File: src/design/ftp_command_line_parser_top_defines.svh
// assertion macros for the ftp command line parser
// used by ftp_command_line_parser_top; expects clk and rst in scope
`ifndef FTP_COMMAND_LINE_PARSER_TOP_DEFINES_SVH
`define FTP_COMMAND_LINE_PARSER_TOP_DEFINES_SVH

// same-cycle implication, disabled in reset
`define FTP_CLP_ASSERT_NOW(label, ante, cons) \
  label: assert property (@(posedge clk) disable iff (rst) (ante) |-> (cons)) \
    else $error("ftp parser check failed");

// next-cycle implication, disabled in reset
`define FTP_CLP_ASSERT_NEXT(label, ante, cons) \
  label: assert property (@(posedge clk) disable iff (rst) (ante) |=> (cons)) \
    else $error("ftp parser check failed");

`endif

File: src/design/ftp_clp_pkg.sv
// shared types, constants and the command word matcher of the ftp parser
// no dependencies
`default_nettype none

package ftp_clp_pkg;

  localparam int MAX_LINE  = 256;
  localparam int ARG_MAX   = 99;
  localparam int POS_W     = $clog2(MAX_LINE);
  localparam int ARG_W     = $clog2(ARG_MAX + 1);
  localparam int NUM_WORDS = 18;
  localparam int Q_DEPTH   = 4;
  localparam int Q_PTR_W   = $clog2(Q_DEPTH);
  localparam int Q_CNT_W   = $clog2(Q_DEPTH + 1);

  localparam logic [4:0] CODE_UNKNOWN = 5'd18;

  localparam logic [7:0] CHAR_NUL   = 8'h00;
  localparam logic [7:0] CHAR_LF    = 8'h0a;
  localparam logic [7:0] CHAR_CR    = 8'h0d;
  localparam logic [7:0] CHAR_SPACE = 8'h20;

  localparam logic KIND_ARG   = 1'b0;
  localparam logic KIND_FINAL = 1'b1;

  // command words, first byte of the line in the low byte
  localparam logic [31:0] WORD_TABLE [NUM_WORDS] = '{
    "RESU", "SSAP", "RTER", "ROTS", "TIUQ", "TSYS", "EPYT", "TROP", "VSAP",
    " DKM", 32'h0044_5743, 32'h0044_5750, "TSIL", " DMR", "RFNR", "OTNR",
    "ROBA", "PUDC"
  };

  // words that compare only their first three bytes (CWD, PWD)
  localparam logic [NUM_WORDS-1:0] WORD_LEN3 = NUM_WORDS'(18'b000000110000000000);

  typedef struct packed {
    logic       kind;
    logic [7:0] arg_byte;
    logic [4:0] command_code;
    logic [6:0] arg_length;
    logic       arg_truncated;
    logic       last;
  } res_t;

  typedef struct packed {
    logic [1:0] count;
    res_t       r0;
    res_t       r1;
  } step_out_t;

  typedef struct packed {
    logic [Q_CNT_W-1:0] count;
  } q_stat_t;

  // first table entry that matches wins, otherwise unknown
  function automatic logic [4:0] match_prefix(input logic [31:0] p);
    logic [4:0] code;
    code = CODE_UNKNOWN;
    for (int k = NUM_WORDS - 1; k >= 0; k--) begin
      if (p[23:0] == WORD_TABLE[k][23:0] &&
          (WORD_LEN3[k] || p[31:24] == WORD_TABLE[k][31:24])) begin
        code = 5'(k);
      end
    end
    return code;
  endfunction

endpackage

`default_nettype wire

File: src/design/ftp_command_line_parser_top.sv
// Top level of the ftp command line parser: input register, step, result queue
// depends on ftp_clp_pkg, ftp_clp_step, ftp_clp_outq and the assertion macro header
//
// One control-line byte is taken per transfer on the input channel, and a new
// byte can be taken in every cycle while the queue has room. Each byte gives
// zero, one or two results: an argument byte (kind 0) and/or the final result
// of the line (kind 1, last set), with the command code, argument length and
// truncation flag. A byte is held in the input register and is then processed
// by the combinational step into a four-entry result queue, which offers its
// results in order. The queue delivers one result per cycle while out_ready is
// high, and input stalls only when the queue holds more than two results.
`default_nettype none
`include "ftp_command_line_parser_top_defines.svh"

module ftp_command_line_parser_top (
  input  wire logic       clk,
  input  wire logic       rst,
  input  wire logic       in_valid,
  output logic            in_ready,
  input  wire logic [7:0] line_byte,
  input  wire logic       line_end,
  output logic            out_valid,
  input  wire logic       out_ready,
  output logic            kind,
  output logic [7:0]      arg_byte,
  output logic [4:0]      command_code,
  output logic [6:0]      arg_length,
  output logic            arg_truncated,
  output logic            last
);
  import ftp_clp_pkg::*;

  logic       s_valid;
  logic [7:0] s_byte;
  logic       s_end;
  logic       advance;
  logic       pop;
  step_out_t  step_out;
  res_t       head;
  q_stat_t    q_stat;

  // stage moves on when the queue has room for two results
  assign advance   = s_valid && (q_stat.count <= Q_CNT_W'(Q_DEPTH - 2));
  assign in_ready  = !s_valid || advance;
  assign out_valid = (q_stat.count != '0);
  assign pop       = out_valid && out_ready;

  // input register
  always_ff @(posedge clk) begin
    if (rst) begin
      s_valid <= 1'b0;
    end else if (in_ready) begin
      s_valid <= in_valid;
    end
  end

  always_ff @(posedge clk) begin
    if (in_ready && in_valid) begin
      s_byte <= line_byte;
      s_end  <= line_end;
    end
  end

  ftp_clp_step u_step (
    .clk       (clk),
    .rst       (rst),
    .advance   (advance),
    .line_byte (s_byte),
    .line_end  (s_end),
    .step_out  (step_out)
  );

  ftp_clp_outq u_outq (
    .clk      (clk),
    .rst      (rst),
    .push     (advance),
    .step_out (step_out),
    .pop      (pop),
    .head     (head),
    .stat     (q_stat)
  );

  // result fields
  assign kind          = head.kind;
  assign arg_byte      = head.arg_byte;
  assign command_code  = head.command_code;
  assign arg_length    = head.arg_length;
  assign arg_truncated = head.arg_truncated;
  assign last          = head.last;

  // checks
  `FTP_CLP_ASSERT_NOW(a_queue_bound, 1'b1, q_stat.count <= Q_CNT_W'(Q_DEPTH))
  `FTP_CLP_ASSERT_NOW(a_stall_cause, !in_ready, s_valid && q_stat.count > Q_CNT_W'(Q_DEPTH - 2))
  `FTP_CLP_ASSERT_NEXT(a_stage_hold, s_valid && !advance, s_valid && $stable(s_byte) && $stable(s_end))
  `FTP_CLP_ASSERT_NOW(a_last_is_final, out_valid, last == kind)

endmodule

`default_nettype wire

File: src/design/ftp_clp_step.sv
// per-line parser state and the combinational step for one byte
// depends on ftp_clp_pkg
`default_nettype none

module ftp_clp_step (
  input  wire logic                  clk,
  input  wire logic                  rst,
  input  wire logic                  advance,
  input  wire logic [7:0]            line_byte,
  input  wire logic                  line_end,
  output ftp_clp_pkg::step_out_t     step_out
);
  import ftp_clp_pkg::*;

  logic [POS_W-1:0] pos,         pos_next;
  logic [31:0]      prefix,      prefix_next;
  logic [4:0]       mcode,       mcode_next;
  logic             space_seen,  space_seen_next;
  logic [ARG_W-1:0] arg_count,   arg_count_next;
  logic             overflowed,  overflowed_next;
  logic             line_closed, line_closed_next;

  logic       term;
  logic       hit_max;
  logic       close;
  logic       emit;
  logic       short_line;
  logic [4:0] prefix_code;
  logic [4:0] final_code;
  res_t       arg_res;
  res_t       fin_res;

  // step for one byte
  always_comb begin
    term = (line_byte == CHAR_NUL) || (line_byte == CHAR_CR) || (line_byte == CHAR_LF);

    pos_next         = pos;
    prefix_next      = prefix;
    mcode_next       = mcode;
    space_seen_next  = space_seen;
    arg_count_next   = arg_count;
    overflowed_next  = overflowed;
    line_closed_next = line_closed;
    emit             = 1'b0;
    hit_max          = 1'b0;
    close            = 1'b0;

    // prefix with the current byte in place
    if (!term && pos < POS_W'(4)) begin
      prefix_next[8*pos[1:0] +: 8] = line_byte;
    end
    prefix_code = match_prefix(prefix_next);

    if (!term && pos == POS_W'(3)) begin
      mcode_next = prefix_code;
    end

    // skip up to the first space, then collect argument bytes
    if (!line_closed && !term && pos >= POS_W'(3)) begin
      if (!space_seen) begin
        if (line_byte == CHAR_SPACE) begin
          space_seen_next = 1'b1;
        end
      end else if (line_byte != CHAR_SPACE && mcode_next != CODE_UNKNOWN) begin
        if (arg_count < ARG_W'(ARG_MAX)) begin
          emit           = 1'b1;
          arg_count_next = arg_count + ARG_W'(1);
        end else begin
          overflowed_next = 1'b1;
        end
      end
    end

    if (!term) begin
      pos_next = pos + POS_W'(1);
      hit_max  = (pos == POS_W'(MAX_LINE - 1));
    end

    short_line = term ? (pos < POS_W'(4)) : (pos < POS_W'(3));
    final_code = short_line ? prefix_code : mcode_next;

    arg_res.kind          = KIND_ARG;
    arg_res.arg_byte      = line_byte;
    arg_res.command_code  = mcode_next;
    arg_res.arg_length    = 7'd0;
    arg_res.arg_truncated = 1'b0;
    arg_res.last          = 1'b0;

    fin_res.kind          = KIND_FINAL;
    fin_res.arg_byte      = 8'd0;
    fin_res.command_code  = final_code;
    fin_res.arg_length    = (final_code == CODE_UNKNOWN) ? 7'd0 : 7'(arg_count_next);
    fin_res.arg_truncated = (final_code != CODE_UNKNOWN) && overflowed_next;
    fin_res.last          = 1'b1;

    if (line_closed) begin
      // dropping bytes after an over-long line
      pos_next        = pos;
      prefix_next     = prefix;
      mcode_next      = mcode;
      space_seen_next = space_seen;
      if (term || line_end) begin
        line_closed_next = 1'b0;
      end
    end else begin
      close = term || line_end || hit_max;
      if (close) begin
        pos_next         = '0;
        prefix_next      = '0;
        mcode_next       = CODE_UNKNOWN;
        space_seen_next  = 1'b0;
        arg_count_next   = '0;
        overflowed_next  = 1'b0;
        line_closed_next = hit_max && !term && !line_end;
      end
    end

    // pack the results in order
    step_out.count = 2'(emit) + 2'(close);
    step_out.r0    = emit ? arg_res : fin_res;
    step_out.r1    = fin_res;
  end

  // line state
  always_ff @(posedge clk) begin
    if (rst) begin
      pos         <= '0;
      prefix      <= '0;
      mcode       <= CODE_UNKNOWN;
      space_seen  <= 1'b0;
      arg_count   <= '0;
      overflowed  <= 1'b0;
      line_closed <= 1'b0;
    end else if (advance) begin
      pos         <= pos_next;
      prefix      <= prefix_next;
      mcode       <= mcode_next;
      space_seen  <= space_seen_next;
      arg_count   <= arg_count_next;
      overflowed  <= overflowed_next;
      line_closed <= line_closed_next;
    end
  end

endmodule

`default_nettype wire

File: src/design/ftp_clp_outq.sv
// result queue: takes up to two results a cycle, delivers one per transfer
// depends on ftp_clp_pkg
`default_nettype none

module ftp_clp_outq (
  input  wire logic                 clk,
  input  wire logic                 rst,
  input  wire logic                 push,
  input  wire ftp_clp_pkg::step_out_t step_out,
  input  wire logic                 pop,
  output ftp_clp_pkg::res_t         head,
  output ftp_clp_pkg::q_stat_t      stat
);
  import ftp_clp_pkg::*;

  res_t               entries [Q_DEPTH];
  logic [Q_PTR_W-1:0] wr_ptr;
  logic [Q_PTR_W-1:0] rd_ptr;
  logic [Q_CNT_W-1:0] count;
  logic [1:0]         n_push;

  assign n_push     = push ? step_out.count : 2'd0;
  assign head       = entries[rd_ptr];
  assign stat.count = count;

  // storage
  always_ff @(posedge clk) begin
    if (n_push != 2'd0) begin
      entries[wr_ptr] <= step_out.r0;
    end
    if (n_push == 2'd2) begin
      entries[wr_ptr + Q_PTR_W'(1)] <= step_out.r1;
    end
  end

  // pointers and fill count
  always_ff @(posedge clk) begin
    if (rst) begin
      wr_ptr <= '0;
      rd_ptr <= '0;
      count  <= '0;
    end else begin
      wr_ptr <= wr_ptr + Q_PTR_W'(n_push);
      if (pop) begin
        rd_ptr <= rd_ptr + Q_PTR_W'(1);
      end
      count <= count + Q_CNT_W'(n_push) - Q_CNT_W'(pop);
    end
  end

endmodule

`default_nettype wire

File: config.mk
export PLATFORM = sky130hd
export DESIGN_NAME = ftp_command_line_parser_top
export DESIGN_NICKNAME = d
export VERILOG_FILES = /design/src/design/ftp_clp_pkg.sv /design/src/design/ftp_command_line_parser_top.sv /design/src/design/ftp_clp_step.sv /design/src/design/ftp_clp_outq.sv
export VERILOG_INCLUDE_DIRS = /design/src /design/src/design
export SDC_FILE = /design/constraint.sdc
export NUM_CORES = 1
export LEC_CHECK = 0
export ABC_AREA = 1
export BUFFER_PORTS_ARGS = -buffer_cell sky130_fd_sc_hd__buf_2
export CORE_MARGIN = 4
export CORE_UTILIZATION = 50
export CTS_CLUSTER_DIAMETER = 60
export DETAILED_ROUTE_END_ITERATION = 12
export PLACE_DENSITY_LB_ADDON = 0.1
export SLEW_MARGIN = 20
export SYNTH_ARGS = -nofsm -noshare
export SYNTH_HDL_FRONTEND = slang
export SYNTH_SLANG_ARGS = --single-unit
File: constraint.sdc
create_clock -name clk -period 6.55 [get_ports clk]
set_clock_uncertainty 0.1 [all_clocks]
set_input_delay 0.9825 -clock clk [delete_from_list [all_inputs] [get_ports clk]]
set_output_delay 0.9825 -clock clk [all_outputs]
set_load 0.02 [all_outputs]
==> flow_metrics.tcl, run 1 <==
set metrics [dict create \
    outcome "complete, no violations" \
    gp_congestion 1.01 \
    drive_above_1_share 0.0945 \
    finalCritPeriodShare 0.898 \
    core-area_mm2 0.0190 \
    routedWlPerCell_um 16.6 \
    wl_met3_um 1640 \
    grtUsageTotal 0.269 \
    fmax_mhz 170 \
    port_buffers 37 \
    antennaDiodeCount 0 \
    start_util 0.516 \
    hold_class "reg2reg" \
    postLayoutCoreUtil 0.570 \
    antenna_found_initial 0 \
    ys.flop_type "dfxtp_1" \
    fin_tns_setup_ns 0 \
    crit_top_cell "nand2_1" \
    synth_top_area_cell "dfxtp_1" \
    vias 9712 \
    wl_met1_um 12600 \
    final_nets 1515 \
    critPathMaxStageDelay_ns 0.44 \
    crit_fanout 17 \
    ys_async_sr_fraction 0 \
    highest_layer "met4" \
    cpMaxStageDelayCell "dfxtp_1" \
    yosys_warnings 0 \
    ios 38 \
    cp.arrival_ns 6.05 \
    syn_nets 1497 \
    swShare 0.348 \
    dr.pass1.iters 5 \
    design.die.area_mm2 0.0219 \
    critPathCaptureType "register" \
    dp_hpwl_um 20900 \
    p_int_mw 1.82 \
    final_hold_viol_count 0 \
    drtAntennaViolNets 0 \
    yosys.area.top_type_share 0.207 \
    numCtsBuffers 17 \
    synth.area.top_cells "dfxtp_1 (21%), edfxtp_1 (19%), nand2_1 (17%)" \
    syn_to_final_growth_pct 10.4 \
    comb_power_share 0.237 \
    cts_htree_levels 4 \
    p_switching_mw 0.968 \
    synth_cell_type_count 49 \
    power_density_mw_per_mm2 258 \
    clockRootBuffer "clkbuf_16" \
    power_frac_seq 0.397 \
    die_w_um 148 \
    synth_edf_count 61 \
    grt_pass1_vias 9042 \
    static-leakage-power_nw 4.48 \
    wl_met2_um 14200 \
    clk_latency_ns 0.43 \
    die_y_um 148 \
    wl_um 29200 \
    grt_overflow 0 \
    path_class "reg2reg" \
    clkSinkCount 162 \
    grt_max_degree 51 \
    drt_iter0_drc 997 \
    syn_area_mm2 0.00978 \
    setup_violations 0 \
    vdd_drop_max_mv 0.164 \
    cp.required_ns 6.72 \
    grt_pass1_wl_um 47600 \
    cp-start-kind "register" \
    cts_tree "built" \
    maxSlewHeadroom 0.510 \
    multi_input_area_mm2 0.00510 \
    drc 0 \
    syn-instance-count 1472 \
    clkPwrFrac 0.366 \
    drv_cap 0 \
    seqCellArea_mm2 0.00385 \
    grt_setup_unrepaired "false" \
    ys_ff_latch 162 \
    avgViaCountPerCell 5.51 \
    n_fill_cell 1882 \
    tightest_slew_ns 0.735 \
    slew_viol_final 0 \
    ys_seq_area_frac 0.394 \
    avgSynthCellArea_um2 6.65 \
    placementRows 50 \
    min_period_ns 5.88 \
    clock_tree.buffer_depth 2 \
    clk_pin_slew_worst_paths_ns 0.07 \
]
==> stage by stage <==
| step | power, mW | setup WS, ns | cells | hold WS [ns] | instance area (um^2) |
|---|---|---|---|---|---|
| after floorplan | 1.59 | 1.49 | 1472 | 0.322 | 9780 |
| after global placement | 1.78 | 0.656 | 1731 | 0.341 | 10200 |
| after detailed placement | 1.79 | 0.518 | 1731 | 0.345 | 10200 |
| after CTS | 2.79 | 0.505 | 1763 | 0.362 | 10800 |
| after global routing | 2.91 | 0.0555 | 1763 | 0.380 | 10800 |
| final | 2.78 | 0.671 | 1763 | 0.366 | 10800 |
==> registers in the layout, indices dropped and copies added, names as in the netlist, named ones only <==
signal,count
u_outq.stat,3
u_outq.entries,88
u_step.line_closed,1
u_step.space_seen,1
u_outq.wr_ptr,2
u_step.pos,8
u_step.arg_count,7
s_valid,1
s_byte,8
u_step.mcode,5
u_step.overflowed,1
s_end,1
u_outq.rd_ptr,2
u_step.prefix,32
==> critical path, delay by kind of cell (launching register included) <==
family / cells / cell delay [ns]
flip-flops: 1 / 0.44
AO/OA/AOI/OAI: 2 / 0.28
adder cells (fa/ha/maj): 2 / 0.60
AND/OR/NAND/NOR: 21 / 3.42
buffers and inverters: 6 / 0.86
==> Yosys cell counts (all sizes together) (25+ instances only) <==
library cell / n
buf: 25
inv: 146
dfxtp: 101
o21ai: 75
nand2: 437
nand4: 26
nand3: 133
o22ai: 32
a21oi: 88
edfxtp: 61
clkbuf: 36
nor3: 26
nor2: 236
==> cells by family after synthesis <==
group           Yosys count  synth area share
fa+ha+maj                12            0.0161
flops                   162             0.394
simple gates            874             0.378
buf+inv                 208            0.0871
xor+xnor                  5           0.00448
compound gates          211             0.120
==> power groups by stage <==
stage          clock [mW]  combinational, mW  sequential, mW
6_report             1.02              0.659            1.11
5_1_grt              1.07              0.724            1.11
4_1_cts              1.03              0.660            1.11
3_5_place_dp            0              0.658            1.13
3_3_place_gp            0              0.649            1.13
2_1_floorplan           0              0.466            1.12
==> routing by layer <==
metal | GRT usage | up-vias
met1 | 0.355 | 4483
met5 | 0 | -
met3 | 0.0405 | 39
li1 | - | 4852
met4 | 0.0808 | 0
met2 | 0.458 | 338
==> cell type report <==
type / count / area share
multi-input cells: 1102 / 0.472
flip-flops and latches: 162 / 0.357
inverters: 147 / 0.0514
clock buffers: 18 / 0.0397
repair buffers: 60 / 0.0343
well taps: 260 / 0.0301
clock inverters: 14 / 0.0154
==> path summary, 6_finish.rpt <==
check / slack (ns) / cells past startpoint / end / from
max: 0.67 / 31 / u_outq.entries[1][4] / u_step.pos[1]
min: 0.37 / 2 / u_outq.entries[2][0] / u_outq.entries[2][0]
min reg2reg: 0.37 / 2 / u_outq.entries[2][0] / u_outq.entries[2][0]
max reg2reg: 0.67 / 31 / u_outq.entries[1][4] / u_step.pos[1]
==> cell usage in the layout, fill, tap and decap left out, types with 3 or more instances in the layout <==
cell        instances
nand3_1           130
dfxtp_1           101
buf_2              37
nor2_1            224
clkinvlp_4          5
clkbuf_16          17
nand2_2             5
xor2_1              4
inv_2              13
ha_1               11
nor2_2              9
nor2_4              3
inv_1             132
inv_8               5
nand3b_1            9
nand2_1           429
nor3_1             24
o21ai_0            63
a21oi_1            86
o22ai_1            32
nand4_1            26
o21ai_1             6
edfxtp_1           61
o21ai_2             5
nor4_1              3
a31oi_1             4
buf_4              22
nand2_4             3
==> repair_timing <==
action | CTS | global route
setup buffers | 0 | 0
setup endpoints to repair | 0 | 25
hold buffers | 0 | 0
resized for setup | 0 | 4
Power figures use the tool's default switching activity.
==> run 2, diff against run 1 <==
--- a/config.mk
+++ b/config.mk
@@ -6,7 +6,7 @@
 export SDC_FILE = /design/constraint.sdc
 export NUM_CORES = 1
 export LEC_CHECK = 0
-export ABC_AREA = 1
+export ABC_AREA = 0
 export BUFFER_PORTS_ARGS = -buffer_cell sky130_fd_sc_hd__buf_2
 export CORE_MARGIN = 4
 export CORE_UTILIZATION = 50
==> run 2 against run 1 <==
Net effect: sequential cell count did not move; first-iteration DRC count is 16% higher; combinational power down 15%; critical path depth shrank 12; wire length up 5.4%; total power is 3.7% lower; global-route usage grew 2.2 points; critical path type unchanged; critical endpoint is now u_outq.stat[2]; largest cell class unchanged.
==> flow_metrics.tcl, run 2 <==
set metrics [dict create \
    slew_viol_final 0 \
    die_w_um 145 \
    clkPwrFrac 0.373 \
    crit_family "simple AND/OR/NAND/NOR gates" \
    clkSinkCount 162 \
    antenna_found_initial 0 \
    cts-resized-gates 0 \
    finalCritPeriodShare 0.931 \
    regMostFlops "u_outq.entries" \
    holdWs_ns 0.344 \
    start_util 0.515 \
    yosys_warnings 0 \
    avgViaCountPerCell 6.62 \
    post-cts-setup-buffer-count 0 \
    ys_async_sr_fraction 0 \
    drv_cap 0 \
    largest_reg_flops 88 \
    cts_tree "built" \
    grt_max_degree 53 \
    syn_area_mm2 0.00937 \
    final_common_cell "nor2_1" \
    avgSynthCellArea_um2 9.35 \
    antennaDiodeCount 0 \
    cp.required_ns 6.72 \
    fin_area_mm2 0.0106 \
    syn_to_final_growth_pct 13.0 \
    grtUsageTotal 0.291 \
    min_period_ns 6.10 \
    dr.pass1.iters 5 \
    synth_commonest_cells "nor2_1 (123), dfxtp_1 (101), nand2_1 (66), edfxtp_1 (61), nor3_1 (49)" \
    ys_seq_area_frac 0.411 \
    setup_violations 0 \
    synth_edf_count 61 \
    ys.flop_type "dfxtp_1" \
    drt_iter0_drc 1153 \
    final_nets 1072 \
    place_ws_ns 0.621 \
    numCtsBuffers 17 \
    fmax_mhz 164 \
    port_buffers 37 \
    comb_power_share 0.210 \
    drtAntennaViolNets 0 \
    outcome "complete, no violations" \
    clockRootBuffer "clkbuf_16" \
    dp_hpwl_um 22300 \
    critPathMaxStageDelay_ns 0.65 \
    critPathCaptureType "register" \
    static-leakage-power_nw 3.66 \
    final_hold_viol_count 0 \
    drc 0 \
    placementRows 49 \
    grt_overflow 0 \
    grt_setup_unrepaired "false" \
    core-area_mm2 0.0182 \
    yosys.area.top_type_share 0.216 \
    drive_above_1_share 0.172 \
    power.total_mw 2.68 \
    power_density_mw_per_mm2 253 \
    gp_congestion 1.00 \
    swShare 0.326 \
    dpl_cell_area_mm2 0.0100 \
    clock_tree.buffer_depth 2 \
    vdd_drop_max_mv 0.173 \
    synth_cell_type_count 86 \
    design.die.area_mm2 0.0210 \
    crit_fanout 11 \
    fin_tns_setup_ns 0 \
    cts_htree_levels 4 \
    synth.area.top_cells "dfxtp_1 (22%), edfxtp_1 (20%), mux4_2 (5.3%)" \
    ctsHoldBuffers 0 \
    final_cell_mix "nor2_1 (123), dfxtp_1 (101), nand2_1 (66), edfxtp_1 (61), buf_4 (58)" \
    clk_pin_slew_worst_paths_ns 0.08 \
    cp.arrival_ns 6.27 \
    cp-start-kind "register" \
    worst_slack_ns 0.450 \
    path_class "reg2reg" \
    p_switching_mw 0.873 \
    power_frac_seq 0.417 \
    placedCellCount 1256 \
    path_buf_inv 1 \
    syn-instance-count 1002 \
    wl_um 30800 \
    routedWlPerCell_um 23.9 \
    reg.largest.list "u_outq.entries x88, u_step.prefix x32" \
    grt_pass1_wl_um 48100 \
    ys_ff_latch 162 \
    synth_top_area_cell "dfxtp_1" \
    postLayoutCoreUtil 0.582 \
    maxSlewHeadroom 0.287 \
    die_y_um 145 \
    ios 38 \
    hold_class "reg2reg" \
    instances_no_fill 1289 \
    cpMaxStageDelayCell "o32ai_1" \
    grt_pass1_vias 8127 \
    crit_top_cell "ha_1" \
    yosysMostFrequentCell "nor2_1" \
    tightest_slew_ns 1.07 \
    vias 8538 \
    clk_latency_ns 0.43 \
    p_int_mw 1.81 \
    syn_nets 1027 \
    crit_chain "inv_1 -> ha_1 -> and4b_1 -> nand3_1 -> o32ai_1 -> nand2b_1 -> nor3b_1 -> a32o_1 -> a311o_1 -> or4_4 -> o211ai_4 -> nand2_4 -> ha_1 -> and3_1 -> ha_1 -> fa_1 -> xor2_1 -> xnor2_1 -> nor2_1" \
]
## run 2: worst register-to-register path: cells and delay by family, from the launching register on
family / cells / cell delay [ns]
AND/OR/NAND/NOR: 8 / 2.02
XOR/XNOR: 2 / 0.31
AO/OA/AOI/OAI: 4 / 1.44
adder cells (fa/ha/maj): 4 / 1.48
flip-flops: 1 / 0.46
buffers and inverters: 1 / 0.12
## run 2: worst paths after layout
path | from | end | slack [ns] | cells past startpoint
worst max-delay path | u_step.pos[1] | u_outq.stat[2] | 0.45 | 19
worst min-delay path | u_outq.entries[2][0] | u_outq.entries[2][0] | 0.34 | 2
worst max register to register | u_step.pos[1] | u_outq.stat[2] | 0.45 | 19
worst min register to register | u_outq.entries[2][0] | u_outq.entries[2][0] | 0.34 | 2
## run 2: cell families after synthesis
family / Yosys count / share of synthesized area
flip-flops: 162 / 0.411
multiplexers: 30 / 0.0618
XOR/XNOR: 18 / 0.0168
adder cells (fa/ha/maj): 12 / 0.0168
buffers and inverters: 95 / 0.0414
AO/OA/AOI/OAI: 253 / 0.203
AND/OR/NAND/NOR: 432 / 0.249
## run 2: area by class of cell
type                    count  area, um^2
fillers                  1612        7620
multi-input cells         745        5140
flip-flops and latches    162        3850
repair buffers             96         632
clock buffers              17         425
well taps                 229         287
clock inverters            15         156
inverters                  25        93.8
## run 2: power groups by stage
stage	combinational [mW]	sequential (mW)	clock, mW
5_1_grt	0.609	1.12	1.05
4_1_cts	0.561	1.12	1.02
3_5_place_dp	0.559	1.14	0
3_3_place_gp	0.564	1.14	0
6_report	0.563	1.12	0.999
2_1_floorplan	0.400	1.13	0
## run 2: routing by layer
layer	global-route usage	vias up	share of wire
met4	0.0936	0	0.027
met5	0	-	0
li1	-	3958	-
met1	0.435	4078	0.45
met3	0.0720	64	0.10
met2	0.414	438	0.42
